==> src/hw/rtl/edt_pkg.sv <==
// edt_pkg: word types, field widths and the month table of the epoch-to-date pipeline.
// No dependencies; edt_clk, edt_date and epoch_seconds_to_civil_date import it.
package edt_pkg;

    localparam int DAYS_W  = 16;   // day count since the epoch, at most 49710
    localparam int TOD_W   = 17;   // second of day, at most 86399
    localparam int DOY_W   = 9;    // day within the March-based year
    localparam int MP_W    = 4;    // March-based month index
    localparam int MONTHS  = 12;

    typedef struct packed {
        logic [31:0] epoch_seconds;
        logic [19:0] micro_in;
    } stamp_t;

    typedef struct packed {
        logic [11:0] year_out;
        logic [3:0]  month_out;
        logic [4:0]  day_out;
        logic [4:0]  hour_out;
        logic [5:0]  minute_out;
        logic [5:0]  second_out;
        logic [19:0] micro_out;
    } civil_t;

    // Time-of-day fields that ride along with the date computation
    typedef struct packed {
        logic [4:0]  hour;
        logic [5:0]  minute;
        logic [5:0]  second;
        logic [19:0] micro;
    } tod_fields_t;

    // First day of each March-based month within the year (March is index 0)
    function automatic logic [DOY_W-1:0] month_start(input logic [MP_W-1:0] mp);
        logic [DOY_W-1:0] first;
        case (mp)
            4'd0:    first = 9'd0;
            4'd1:    first = 9'd31;
            4'd2:    first = 9'd61;
            4'd3:    first = 9'd92;
            4'd4:    first = 9'd122;
            4'd5:    first = 9'd153;
            4'd6:    first = 9'd184;
            4'd7:    first = 9'd214;
            4'd8:    first = 9'd245;
            4'd9:    first = 9'd275;
            4'd10:   first = 9'd306;
            4'd11:   first = 9'd337;
            default: first = 9'd0;
        endcase
        return first;
    endfunction

endpackage

==> src/hw/rtl/edt_cdiv.sv <==
// edt_cdiv: two-stage divider by a constant (reciprocal multiply, then one correction step).
// Standalone; shares the pipeline enable of its instantiating module.
module edt_cdiv #(
    parameter int XW  = 25,
    parameter int DIV = 675,
    parameter int QW  = 16,
    parameter int RW  = 10,
    parameter int SW  = 1
) (
    input  logic          clk,
    input  logic          rst_n,
    input  logic          en,
    input  logic          src_valid,
    input  logic [XW-1:0] x,
    input  logic [SW-1:0] side,
    output logic          res_valid,
    output logic [QW-1:0] quo,
    output logic [RW-1:0] rem,
    output logic [SW-1:0] res_side
);

    localparam int PW = 2 * XW;
    // floor(2^XW / DIV): the estimate is then low by at most one
    localparam logic [XW-1:0] RECIP = XW'((64'd1 << XW) / DIV);
    localparam logic [XW-1:0] DIV_C = XW'(DIV);

    logic          mul_valid_reg;
    logic [PW-1:0] prod_reg;
    logic [PW-1:0] prod_next;
    logic [XW-1:0] x_reg;
    logic [SW-1:0] side1_reg;

    logic          res_valid_reg;
    logic [QW-1:0] quo_reg;
    logic [QW-1:0] quo_next;
    logic [RW-1:0] rem_reg;
    logic [RW-1:0] rem_next;
    logic [SW-1:0] side2_reg;

    logic [XW-1:0] q_est;
    logic [PW-1:0] back_prod;
    logic [XW-1:0] r_est;
    logic          fix;
    logic [XW-1:0] q_fix;
    logic [XW-1:0] r_fix;

    assign prod_next = PW'(x) * PW'(RECIP);

    assign q_est     = prod_reg[PW-1:XW];
    assign back_prod = PW'(q_est) * PW'(DIV_C);
    assign r_est     = x_reg - back_prod[XW-1:0];
    assign fix       = (r_est >= DIV_C);
    assign q_fix     = q_est + XW'(fix);
    assign r_fix     = fix ? (r_est - DIV_C) : r_est;
    assign quo_next  = q_fix[QW-1:0];
    assign rem_next  = r_fix[RW-1:0];

    always_ff @(posedge clk or negedge rst_n)
    begin
        if (!rst_n)
        begin
            mul_valid_reg <= 1'b0;
            res_valid_reg <= 1'b0;
        end
        else if (en)
        begin
            mul_valid_reg <= src_valid;
            res_valid_reg <= mul_valid_reg;
        end
    end

    always_ff @(posedge clk)
    begin
        if (en)
        begin
            prod_reg  <= prod_next;
            x_reg     <= x;
            side1_reg <= side;
            quo_reg   <= quo_next;
            rem_reg   <= rem_next;
            side2_reg <= side1_reg;
        end
    end

    assign res_valid = res_valid_reg;
    assign quo       = quo_reg;
    assign rem       = rem_reg;
    assign res_side  = side2_reg;

endmodule

==> src/hw/rtl/edt_clk.sv <==
// edt_clk: splits the second of day into hour, minute and second (four stages).
// Depends on edt_pkg and edt_cdiv.
module edt_clk (
    input  logic                       clk,
    input  logic                       rst_n,
    input  logic                       en,
    input  logic                       src_valid,
    input  logic [edt_pkg::TOD_W-1:0]  tod,
    input  logic [edt_pkg::DAYS_W-1:0] days,
    input  logic [19:0]                micro,
    output logic                       res_valid,
    output logic [edt_pkg::DAYS_W-1:0] res_days,
    output edt_pkg::tod_fields_t       fields
);

    import edt_pkg::*;

    localparam int HSW = DAYS_W + 20;
    localparam int MSW = 5 + HSW;

    logic           h_valid;
    logic [4:0]     h_quo;
    logic [11:0]    h_rem;
    logic [HSW-1:0] h_side;

    logic           m_valid;
    logic [5:0]     m_quo;
    logic [5:0]     m_rem;
    logic [MSW-1:0] m_side;

    edt_cdiv #(.XW(TOD_W), .DIV(3600), .QW(5), .RW(12), .SW(HSW)) u_hour (
        .clk       (clk),
        .rst_n     (rst_n),
        .en        (en),
        .src_valid (src_valid),
        .x         (tod),
        .side      ({days, micro}),
        .res_valid (h_valid),
        .quo       (h_quo),
        .rem       (h_rem),
        .res_side  (h_side)
    );

    edt_cdiv #(.XW(12), .DIV(60), .QW(6), .RW(6), .SW(MSW)) u_minute (
        .clk       (clk),
        .rst_n     (rst_n),
        .en        (en),
        .src_valid (h_valid),
        .x         (h_rem),
        .side      ({h_quo, h_side}),
        .res_valid (m_valid),
        .quo       (m_quo),
        .rem       (m_rem),
        .res_side  (m_side)
    );

    assign res_valid     = m_valid;
    assign res_days      = m_side[HSW-1:20];
    assign fields.hour   = m_side[MSW-1:HSW];
    assign fields.minute = m_quo;
    assign fields.second = m_rem;
    assign fields.micro  = m_side[19:0];

endmodule

==> src/hw/rtl/edt_date.sv <==
// edt_date: turns a day count since the epoch into year, month and day (nine stages).
// Depends on edt_pkg and edt_cdiv.
module edt_date (
    input  logic                       clk,
    input  logic                       rst_n,
    input  logic                       en,
    input  logic                       src_valid,
    input  logic [edt_pkg::DAYS_W-1:0] days,
    input  edt_pkg::tod_fields_t       fields,
    output logic                       res_valid,
    output logic [11:0]                year,
    output logic [3:0]                 month,
    output logic [4:0]                 day,
    output edt_pkg::tod_fields_t       res_fields
);

    import edt_pkg::*;

    localparam int DOE_W = 18;
    localparam int YOE_W = 9;
    localparam int FW    = $bits(tod_fields_t);
    localparam int SW    = DOE_W + 1 + FW;

    // Inputs span only eras 4 and 5; era 5 starts 11017 days after the epoch
    localparam logic [DAYS_W-1:0] ERA5_DAY  = 16'd11017;
    localparam logic [DOE_W-1:0]  ERA4_OFS  = 18'd135080;
    localparam logic [11:0]       ERA4_YEAR = 12'd1600;
    localparam logic [11:0]       ERA5_YEAR = 12'd2000;

    // Stage P: era and day of era
    logic             p_valid_reg;
    logic [DOE_W-1:0] p_doe_reg;
    logic [DOE_W-1:0] p_doe_next;
    logic             p_era5_reg;
    logic             p_era5_next;
    tod_fields_t      p_fields_reg;

    // Divide day of era by 1460
    logic             a_valid;
    logic [6:0]       a_quo;
    logic [SW-1:0]    a_side;

    // Stage N: numerator of the year-of-era division
    logic             n_valid_reg;
    logic [DOE_W-1:0] n_num_reg;
    logic [DOE_W-1:0] n_num_next;
    logic [SW-1:0]    n_side_reg;
    logic [2:0]       n_c36524;
    logic             n_c146096;

    // Divide by 365
    logic             b_valid;
    logic [YOE_W-1:0] b_quo;
    logic [SW-1:0]    b_side;
    logic [DOE_W-1:0] b_doe;

    // Stage Y: day of year
    logic             y_valid_reg;
    logic [DOY_W-1:0] y_doy_reg;
    logic [DOY_W-1:0] y_doy_next;
    logic [YOE_W-1:0] y_yoe_reg;
    logic             y_era5_reg;
    tod_fields_t      y_fields_reg;
    logic [DOE_W-1:0] y_base;
    logic [1:0]       y_c100;

    // Stage M: March-based month
    logic             m_valid_reg;
    logic [MP_W-1:0]  m_mp_reg;
    logic [MP_W-1:0]  m_mp_next;
    logic [DOY_W-1:0] m_doy_reg;
    logic [YOE_W-1:0] m_yoe_reg;
    logic             m_era5_reg;
    tod_fields_t      m_fields_reg;

    // Stage F: final date fields
    logic             f_valid_reg;
    logic [11:0]      f_year_reg;
    logic [11:0]      f_year_next;
    logic [3:0]       f_month_reg;
    logic [3:0]       f_month_next;
    logic [4:0]       f_day_reg;
    logic [4:0]       f_day_next;
    tod_fields_t      f_fields_reg;
    logic [DOY_W-1:0] f_day_full;
    logic             f_jan_feb;

    assign p_era5_next = (days >= ERA5_DAY);
    assign p_doe_next  = p_era5_next ? DOE_W'(days - ERA5_DAY) : (DOE_W'(days) + ERA4_OFS);

    edt_cdiv #(.XW(DOE_W), .DIV(1460), .QW(7), .RW(11), .SW(SW)) u_div1460 (
        .clk       (clk),
        .rst_n     (rst_n),
        .en        (en),
        .src_valid (p_valid_reg),
        .x         (p_doe_reg),
        .side      ({p_doe_reg, p_era5_reg, p_fields_reg}),
        .res_valid (a_valid),
        .quo       (a_quo),
        .rem       (),
        .res_side  (a_side)
    );

    // Century and era corrections as compares against their few thresholds
    always_comb
    begin
        logic [DOE_W-1:0] doe;
        doe = a_side[SW-1:SW-DOE_W];
        n_c36524 = 3'(doe >= 18'd36524) + 3'(doe >= 18'd73048)
                 + 3'(doe >= 18'd109572) + 3'(doe >= 18'd146096);
        n_c146096  = (doe == 18'd146096);
        n_num_next = doe - DOE_W'(a_quo) + DOE_W'(n_c36524) - DOE_W'(n_c146096);
    end

    edt_cdiv #(.XW(DOE_W), .DIV(365), .QW(YOE_W), .RW(9), .SW(SW)) u_div365 (
        .clk       (clk),
        .rst_n     (rst_n),
        .en        (en),
        .src_valid (n_valid_reg),
        .x         (n_num_reg),
        .side      (n_side_reg),
        .res_valid (b_valid),
        .quo       (b_quo),
        .rem       (),
        .res_side  (b_side)
    );

    assign b_doe  = b_side[SW-1:SW-DOE_W];
    assign y_c100 = 2'(b_quo >= 9'd100) + 2'(b_quo >= 9'd200) + 2'(b_quo >= 9'd300);
    assign y_base = DOE_W'(b_quo) * DOE_W'(365) + DOE_W'(b_quo[YOE_W-1:2]) - DOE_W'(y_c100);
    assign y_doy_next = DOY_W'(b_doe - y_base);

    // Month index: count the month starts already reached
    always_comb
    begin
        m_mp_next = '0;
        for (int k = 1; k < MONTHS; k++)
        begin
            if (y_doy_reg >= month_start(MP_W'(k)))
                m_mp_next = m_mp_next + 4'd1;
        end
    end

    assign f_jan_feb    = (m_mp_reg >= 4'd10);
    assign f_month_next = f_jan_feb ? (m_mp_reg - 4'd9) : (m_mp_reg + 4'd3);
    assign f_day_full   = m_doy_reg - month_start(m_mp_reg) + 9'd1;
    assign f_day_next   = f_day_full[4:0];
    assign f_year_next  = 12'(m_yoe_reg) + (m_era5_reg ? ERA5_YEAR : ERA4_YEAR)
                        + 12'(f_jan_feb);

    always_ff @(posedge clk or negedge rst_n)
    begin
        if (!rst_n)
        begin
            p_valid_reg <= 1'b0;
            n_valid_reg <= 1'b0;
            y_valid_reg <= 1'b0;
            m_valid_reg <= 1'b0;
            f_valid_reg <= 1'b0;
        end
        else if (en)
        begin
            p_valid_reg <= src_valid;
            n_valid_reg <= a_valid;
            y_valid_reg <= b_valid;
            m_valid_reg <= y_valid_reg;
            f_valid_reg <= m_valid_reg;
        end
    end

    always_ff @(posedge clk)
    begin
        if (en)
        begin
            p_doe_reg    <= p_doe_next;
            p_era5_reg   <= p_era5_next;
            p_fields_reg <= fields;

            n_num_reg    <= n_num_next;
            n_side_reg   <= a_side;

            y_doy_reg    <= y_doy_next;
            y_yoe_reg    <= b_quo;
            y_era5_reg   <= b_side[FW];
            y_fields_reg <= b_side[FW-1:0];

            m_mp_reg     <= m_mp_next;
            m_doy_reg    <= y_doy_reg;
            m_yoe_reg    <= y_yoe_reg;
            m_era5_reg   <= y_era5_reg;
            m_fields_reg <= y_fields_reg;

            f_year_reg   <= f_year_next;
            f_month_reg  <= f_month_next;
            f_day_reg    <= f_day_next;
            f_fields_reg <= m_fields_reg;
        end
    end

    assign res_valid  = f_valid_reg;
    assign year       = f_year_reg;
    assign month      = f_month_reg;
    assign day        = f_day_reg;
    assign res_fields = f_fields_reg;

endmodule

==> src/hw/rtl/epoch_seconds_to_civil_date.sv <==
// epoch_seconds_to_civil_date: Unix seconds plus microseconds to a Gregorian date and time.
// Depends on edt_pkg, edt_cdiv, edt_clk and edt_date.
//
//   channel | handshake                 | word
//   --------+---------------------------+--------------------------------------------
//   time    | time_valid / time_ready   | stamp_t: epoch_seconds, micro_in
//   date    | date_valid / date_ready   | civil_t: year, month, day, h, m, s, micro
//
// One word enters per clock unless the output stalls; each word passes in turn
// through the day split, hour/minute/second, calendar and the output register.
// Each stage holds at most one wide multiply, with its adds and compares; the
// constant divisions are reciprocal multiplies followed by one correction step.
// Reset clears only the valid bits; payload registers come up undefined.
// While a finished word waits at the output, every stage holds together, so a
// stall neither drops nor repeats a word; time_ready rises again as it is taken.
module epoch_seconds_to_civil_date (
    input  logic             clk,
    input  logic             rst_n,
    input  logic             time_valid,
    output logic             time_ready,
    input  edt_pkg::stamp_t  time_word,
    output logic             date_valid,
    input  logic             date_ready,
    output edt_pkg::civil_t  date_word
);

    import edt_pkg::*;

    localparam int LOW_W = 7;            // 86400 = 675 * 2^7
    localparam int SSW   = LOW_W + 20;

    // Shared pipeline enable: advance unless the output word is stuck
    logic en;

    logic              s_valid;
    logic [DAYS_W-1:0] s_days;
    logic [9:0]        s_rem;
    logic [SSW-1:0]    s_side;
    logic [TOD_W-1:0]  s_tod;

    logic              c_valid;
    logic [DAYS_W-1:0] c_days;
    tod_fields_t       c_fields;

    logic              d_valid;
    logic [11:0]       d_year;
    logic [3:0]        d_month;
    logic [4:0]        d_day;
    tod_fields_t       d_fields;

    logic   out_valid_reg;
    civil_t out_word_reg;
    civil_t out_word_next;

    assign en         = !out_valid_reg || date_ready;
    assign time_ready = en;

    // Day split: drop the low seven bits, divide the rest by 675
    edt_cdiv #(.XW(32 - LOW_W), .DIV(675), .QW(DAYS_W), .RW(10), .SW(SSW)) u_days (
        .clk       (clk),
        .rst_n     (rst_n),
        .en        (en),
        .src_valid (time_valid),
        .x         (time_word.epoch_seconds[31:LOW_W]),
        .side      ({time_word.epoch_seconds[LOW_W-1:0], time_word.micro_in}),
        .res_valid (s_valid),
        .quo       (s_days),
        .rem       (s_rem),
        .res_side  (s_side)
    );

    // Second of day: remainder by 675 with the dropped low bits put back
    assign s_tod = {s_rem, s_side[SSW-1:20]};

    edt_clk u_clk (
        .clk       (clk),
        .rst_n     (rst_n),
        .en        (en),
        .src_valid (s_valid),
        .tod       (s_tod),
        .days      (s_days),
        .micro     (s_side[19:0]),
        .res_valid (c_valid),
        .res_days  (c_days),
        .fields    (c_fields)
    );

    edt_date u_date (
        .clk        (clk),
        .rst_n      (rst_n),
        .en         (en),
        .src_valid  (c_valid),
        .days       (c_days),
        .fields     (c_fields),
        .res_valid  (d_valid),
        .year       (d_year),
        .month      (d_month),
        .day        (d_day),
        .res_fields (d_fields)
    );

    always_comb
    begin
        out_word_next.year_out   = d_year;
        out_word_next.month_out  = d_month;
        out_word_next.day_out    = d_day;
        out_word_next.hour_out   = d_fields.hour;
        out_word_next.minute_out = d_fields.minute;
        out_word_next.second_out = d_fields.second;
        out_word_next.micro_out  = d_fields.micro;
    end

    always_ff @(posedge clk or negedge rst_n)
    begin
        if (!rst_n)
        begin
            out_valid_reg <= 1'b0;
        end
        else if (en)
        begin
            out_valid_reg <= d_valid;
        end
    end

    always_ff @(posedge clk)
    begin
        if (en)
        begin
            out_word_reg <= out_word_next;
        end
    end

    assign date_valid = out_valid_reg;
    assign date_word  = out_word_reg;

    a_date_fields: assert property (@(posedge clk) disable iff (!rst_n)
        date_valid |-> (date_word.month_out >= 4'd1) && (date_word.month_out <= 4'd12)
                       && (date_word.day_out >= 5'd1))
        else $error("month or day out of range");

    a_time_fields: assert property (@(posedge clk) disable iff (!rst_n)
        date_valid |-> (date_word.hour_out <= 5'd23) && (date_word.minute_out <= 6'd59)
                       && (date_word.second_out <= 6'd59))
        else $error("time of day out of range");

    a_year_range: assert property (@(posedge clk) disable iff (!rst_n)
        date_valid |-> (date_word.year_out >= 12'd1970) && (date_word.year_out <= 12'd2106))
        else $error("year out of range");

    a_stall_holds: assert property (@(posedge clk) disable iff (!rst_n)
        (date_valid && !date_ready) |-> !time_ready)
        else $error("input taken while output stalled");

endmodule
==> config.mk <==
export PLATFORM = sky130hd
export DESIGN_NAME = epoch_seconds_to_civil_date
export DESIGN_NICKNAME = d
export VERILOG_FILES = /design/src/hw/rtl/edt_pkg.sv /design/src/hw/rtl/edt_cdiv.sv /design/src/hw/rtl/edt_clk.sv /design/src/hw/rtl/edt_date.sv /design/src/hw/rtl/epoch_seconds_to_civil_date.sv
export SDC_FILE = /design/constraint.sdc
export NUM_CORES = 2
export LEC_CHECK = 0
export BUFFER_PORTS_ARGS = -buffer_cell sky130_fd_sc_hd__buf_4
export CORE_MARGIN = 8
export CORE_UTILIZATION = 65
export CTS_BUF_LIST = sky130_fd_sc_hd__clkbuf_4 sky130_fd_sc_hd__clkbuf_8 sky130_fd_sc_hd__clkbuf_16
export DETAILED_ROUTE_END_ITERATION = 10
export GPL_TIMING_DRIVEN = 0
export PLACE_DENSITY = 0.88
export SLEW_MARGIN = 20
export SYNTH_ARGS = -nofsm -noshare
export SYNTH_HDL_FRONTEND = slang
export SYNTH_SLANG_ARGS = --single-unit
==> constraint.sdc <==
create_clock -name clk -period 100.6 [get_ports clk]
set_clock_uncertainty 0.1 [all_clocks]
set_input_delay 15.09 -clock clk [delete_from_list [all_inputs] [get_ports clk]]
set_output_delay 15.09 -clock clk [all_outputs]
set_load 0.05 [all_outputs]
==> results.toml <==
[run_status]
outcome = "complete, no violations"

[route]
dr.pass1.iters = 6
ant_nets = 0
drtIter0Drc = 2014
vias = 32100
wl_mm = 105
wl_per_cell_um = 18.3
drc_errors = 0
vias_per_cell = 5.61

[final_layout]
area_delta_synth_final_pct = 10.9
fin_nets = 5642
fill_cells = 5395
multiInputGateArea_um2 = 25000
final_core_util_pct = 72.4
drive_above_1_share_pct = 7.87
largest_reg_flops = 58
top_register = "date_word"
seqCellArea_um2 = 29100
antenna_cells = 0

[floorplanning]
die_area_um2 = 98000
ios = 116
rows = 109
dieHeight_um = 313
core_um2 = 87800
floorplan.initialDensity_pct = 65.3
die_w_um = 313

[yosys]
yosysMostFrequentCell = "edfxtp_1"
yosysTopAreaCell = "edfxtp_1"
yosys_warnings = 0
synth_area_leaders = "edfxtp_1 50%, ha_1 17%, fa_1 12%"
yosys-top-cells-count = "953 x edfxtp_1, 816 x inv_1, 757 x ha_1"
synth_cells = 4230
avgSynthCellArea_um2 = 13.6
synth-edff-count = 953
syn_area_um2 = 57300
yosysSeqAreaShare_pct = 50.8
synth.distinct_cells = 100
ys_ff_latch = 974
synth_top_flop_cell = "edfxtp_1"
async_flop_share_pct = 1.64
synth_fp_nets = 5400
synth_top_area_share_pct = 49.9

[clock_tree]
hold_buffers = 0
postCtsSetupBuffers = 0
cts.clk_slew.worst_paths_ns = 0.07
clk_latency_ns = 0.69
cts_buffer_depth = 3
cts-buffers-inserted = 94
ctsResizeCount = 0
cts-root-buf = "clkbuf_16"
cts.sinks = 974
tritoncts = "done"
htree_levels = 3

[placement]
numPortBuffers = 115
routabilityCongestion = 0.889
dp_hpwl_mm = 74.4

[timing]
min_period_ns = 32.70
tns_ns = 0
slew_headroom_pct = 39.0
fin_crit_sh_pct = 32.5
tightestPinTransition_ns = 0.911
finalHoldViolCount = 0
drv_slew = 0
final-setup-viol-count = 0
rsz0062_at_grt = "no"
fmax_mhz = 30.6

[global_routing]
gr-usage-all-layers_pct = 21.6
grt_pass1_wl_mm = 173
grt.overflow.total = 0
grt_antenna_before_repair = 0
grt_max_degree = 39
grt_pass1_vias = 34900

[setup_path]
crit_fanout = 32
rr_worst_depth = 39
reg2reg_from = "u_date.y_doy_reg[1]"
crit_path_end = "time_ready"
cp.required_ns = 85.41
r2r_setup_slack_ns = 92.66
cp-startpoint = "date_ready"
crit_path_max_incr_delay_ns = 0.50
cp_cell_sequence = "buf_4 > and2b_2 > inv_2 > buf_2 > buf_16 > buf_12 > buf_12 > buf_12 > buf_12 > buf_4"
crit_arrival_ns = 17.51
start_kind = "input port"
critPathKind = "input port to output pin"
timing.critical_path.mode_cell = "buf_12"
cpMaxStageDelayCell = "buf_2"
cp-end-kind = "output pin"

[flow_run]
drv_cap = 0

[hold_path]
hp-class = "flop to flop"
## how the worst min path moves through the flow
| stage | startpoint | end | slack (ns) | cells after the start |
|---|---|---|---|---|
| final | u_clk.u_minute.res_side[38] | u_date.p_fields_reg[34] | 0.28 | 0 |
| after global routing | u_clk.u_minute.res_side[38] | u_date.p_fields_reg[34] | 0.29 | 0 |
| after CTS | u_clk.u_minute.res_side[38] | u_date.p_fields_reg[34] | 0.28 | 0 |
| after detailed placement | u_date.res_fields[31] | date_word[31] | 0.30 | 0 |
| after global placement | u_clk.u_hour.side1_reg[28] | u_clk.u_hour.res_side[28] | 0.30 | 0 |
| after floorplan | u_date.res_fields[0] | date_word[0] | 0.30 | 0 |
## layer usage
layer,up-vias,track usage (%),part of all wire [%]
met5,-,0,0
met4,0,8.14,3.6
met3,298,3.19,4.2
met2,838,41.4,55
met1,15800,24.1,37
li1,15100,-,-
## per-stage QoR
step | instances | instance area [um^2] | worst slack, ns | hold slack (ns)
floorplan | 4230 | 57300 | 43.83 | 0.300
global placement | 5510 | 59600 | 32.70 | 0.300
detailed placement | 5541 | 60300 | 67.90 | 0.305
CTS | 5714 | 63600 | 67.84 | 0.276
global route | 5714 | 63600 | 67.72 | 0.288
finish | 5714 | 63600 | 67.90 | 0.279
## final cells by class
cell class	instances	area share (%)
timing repair buffer	146	2.38
buffer	22	0.189
clock buffer	113	3.96
tap	1165	2.29
clock inverter	60	1.21
sequential	974	45.8
multi-input combinational	2417	39.3
inverter	817	4.82
## critical path, delay by kind of cell
| family | cells | cell delay, ns |
|---|---|---|
| buf+inv | 9 | 2.18 |
| simple gates | 1 | 0.24 |
## cells by family after synthesis
kind of cell | synth area share (%)
flops | 50.8
buf+inv | 5.56
fa+ha+maj | 29.0
simple gates | 4.82
mux | 0.393
compound gates | 5.73
xor+xnor | 3.72
## placed cells by master, fill, tap and decap left out, types with 13 or more instances in the layout
master / n
a21boi_0: 20
nor2_1: 129
xnor2_1: 158
nor2b_1: 30
nand3_1: 34
nor3_1: 40
a21o_1: 46
o21ai_0: 88
dfrtp_1: 16
and3_1: 23
o21bai_1: 18
nand2b_1: 22
nand2_1: 156
buf_4: 116
inv_1: 816
buf_12: 27
ha_1: 757
or2_2: 15
clkinv_1: 19
a31oi_1: 22
nor4_1: 15
clkbuf_16: 94
edfxtp_1: 953
nand4_1: 24
clkbuf_4: 15
xor2_1: 72
or3_1: 20
a21oi_1: 118
o21a_1: 45
and2_1: 13
fa_1: 357
Power is left out: the tool's default activity adds up to more than one toggle a clock period on the data nets, which glitch-free logic cannot reach.
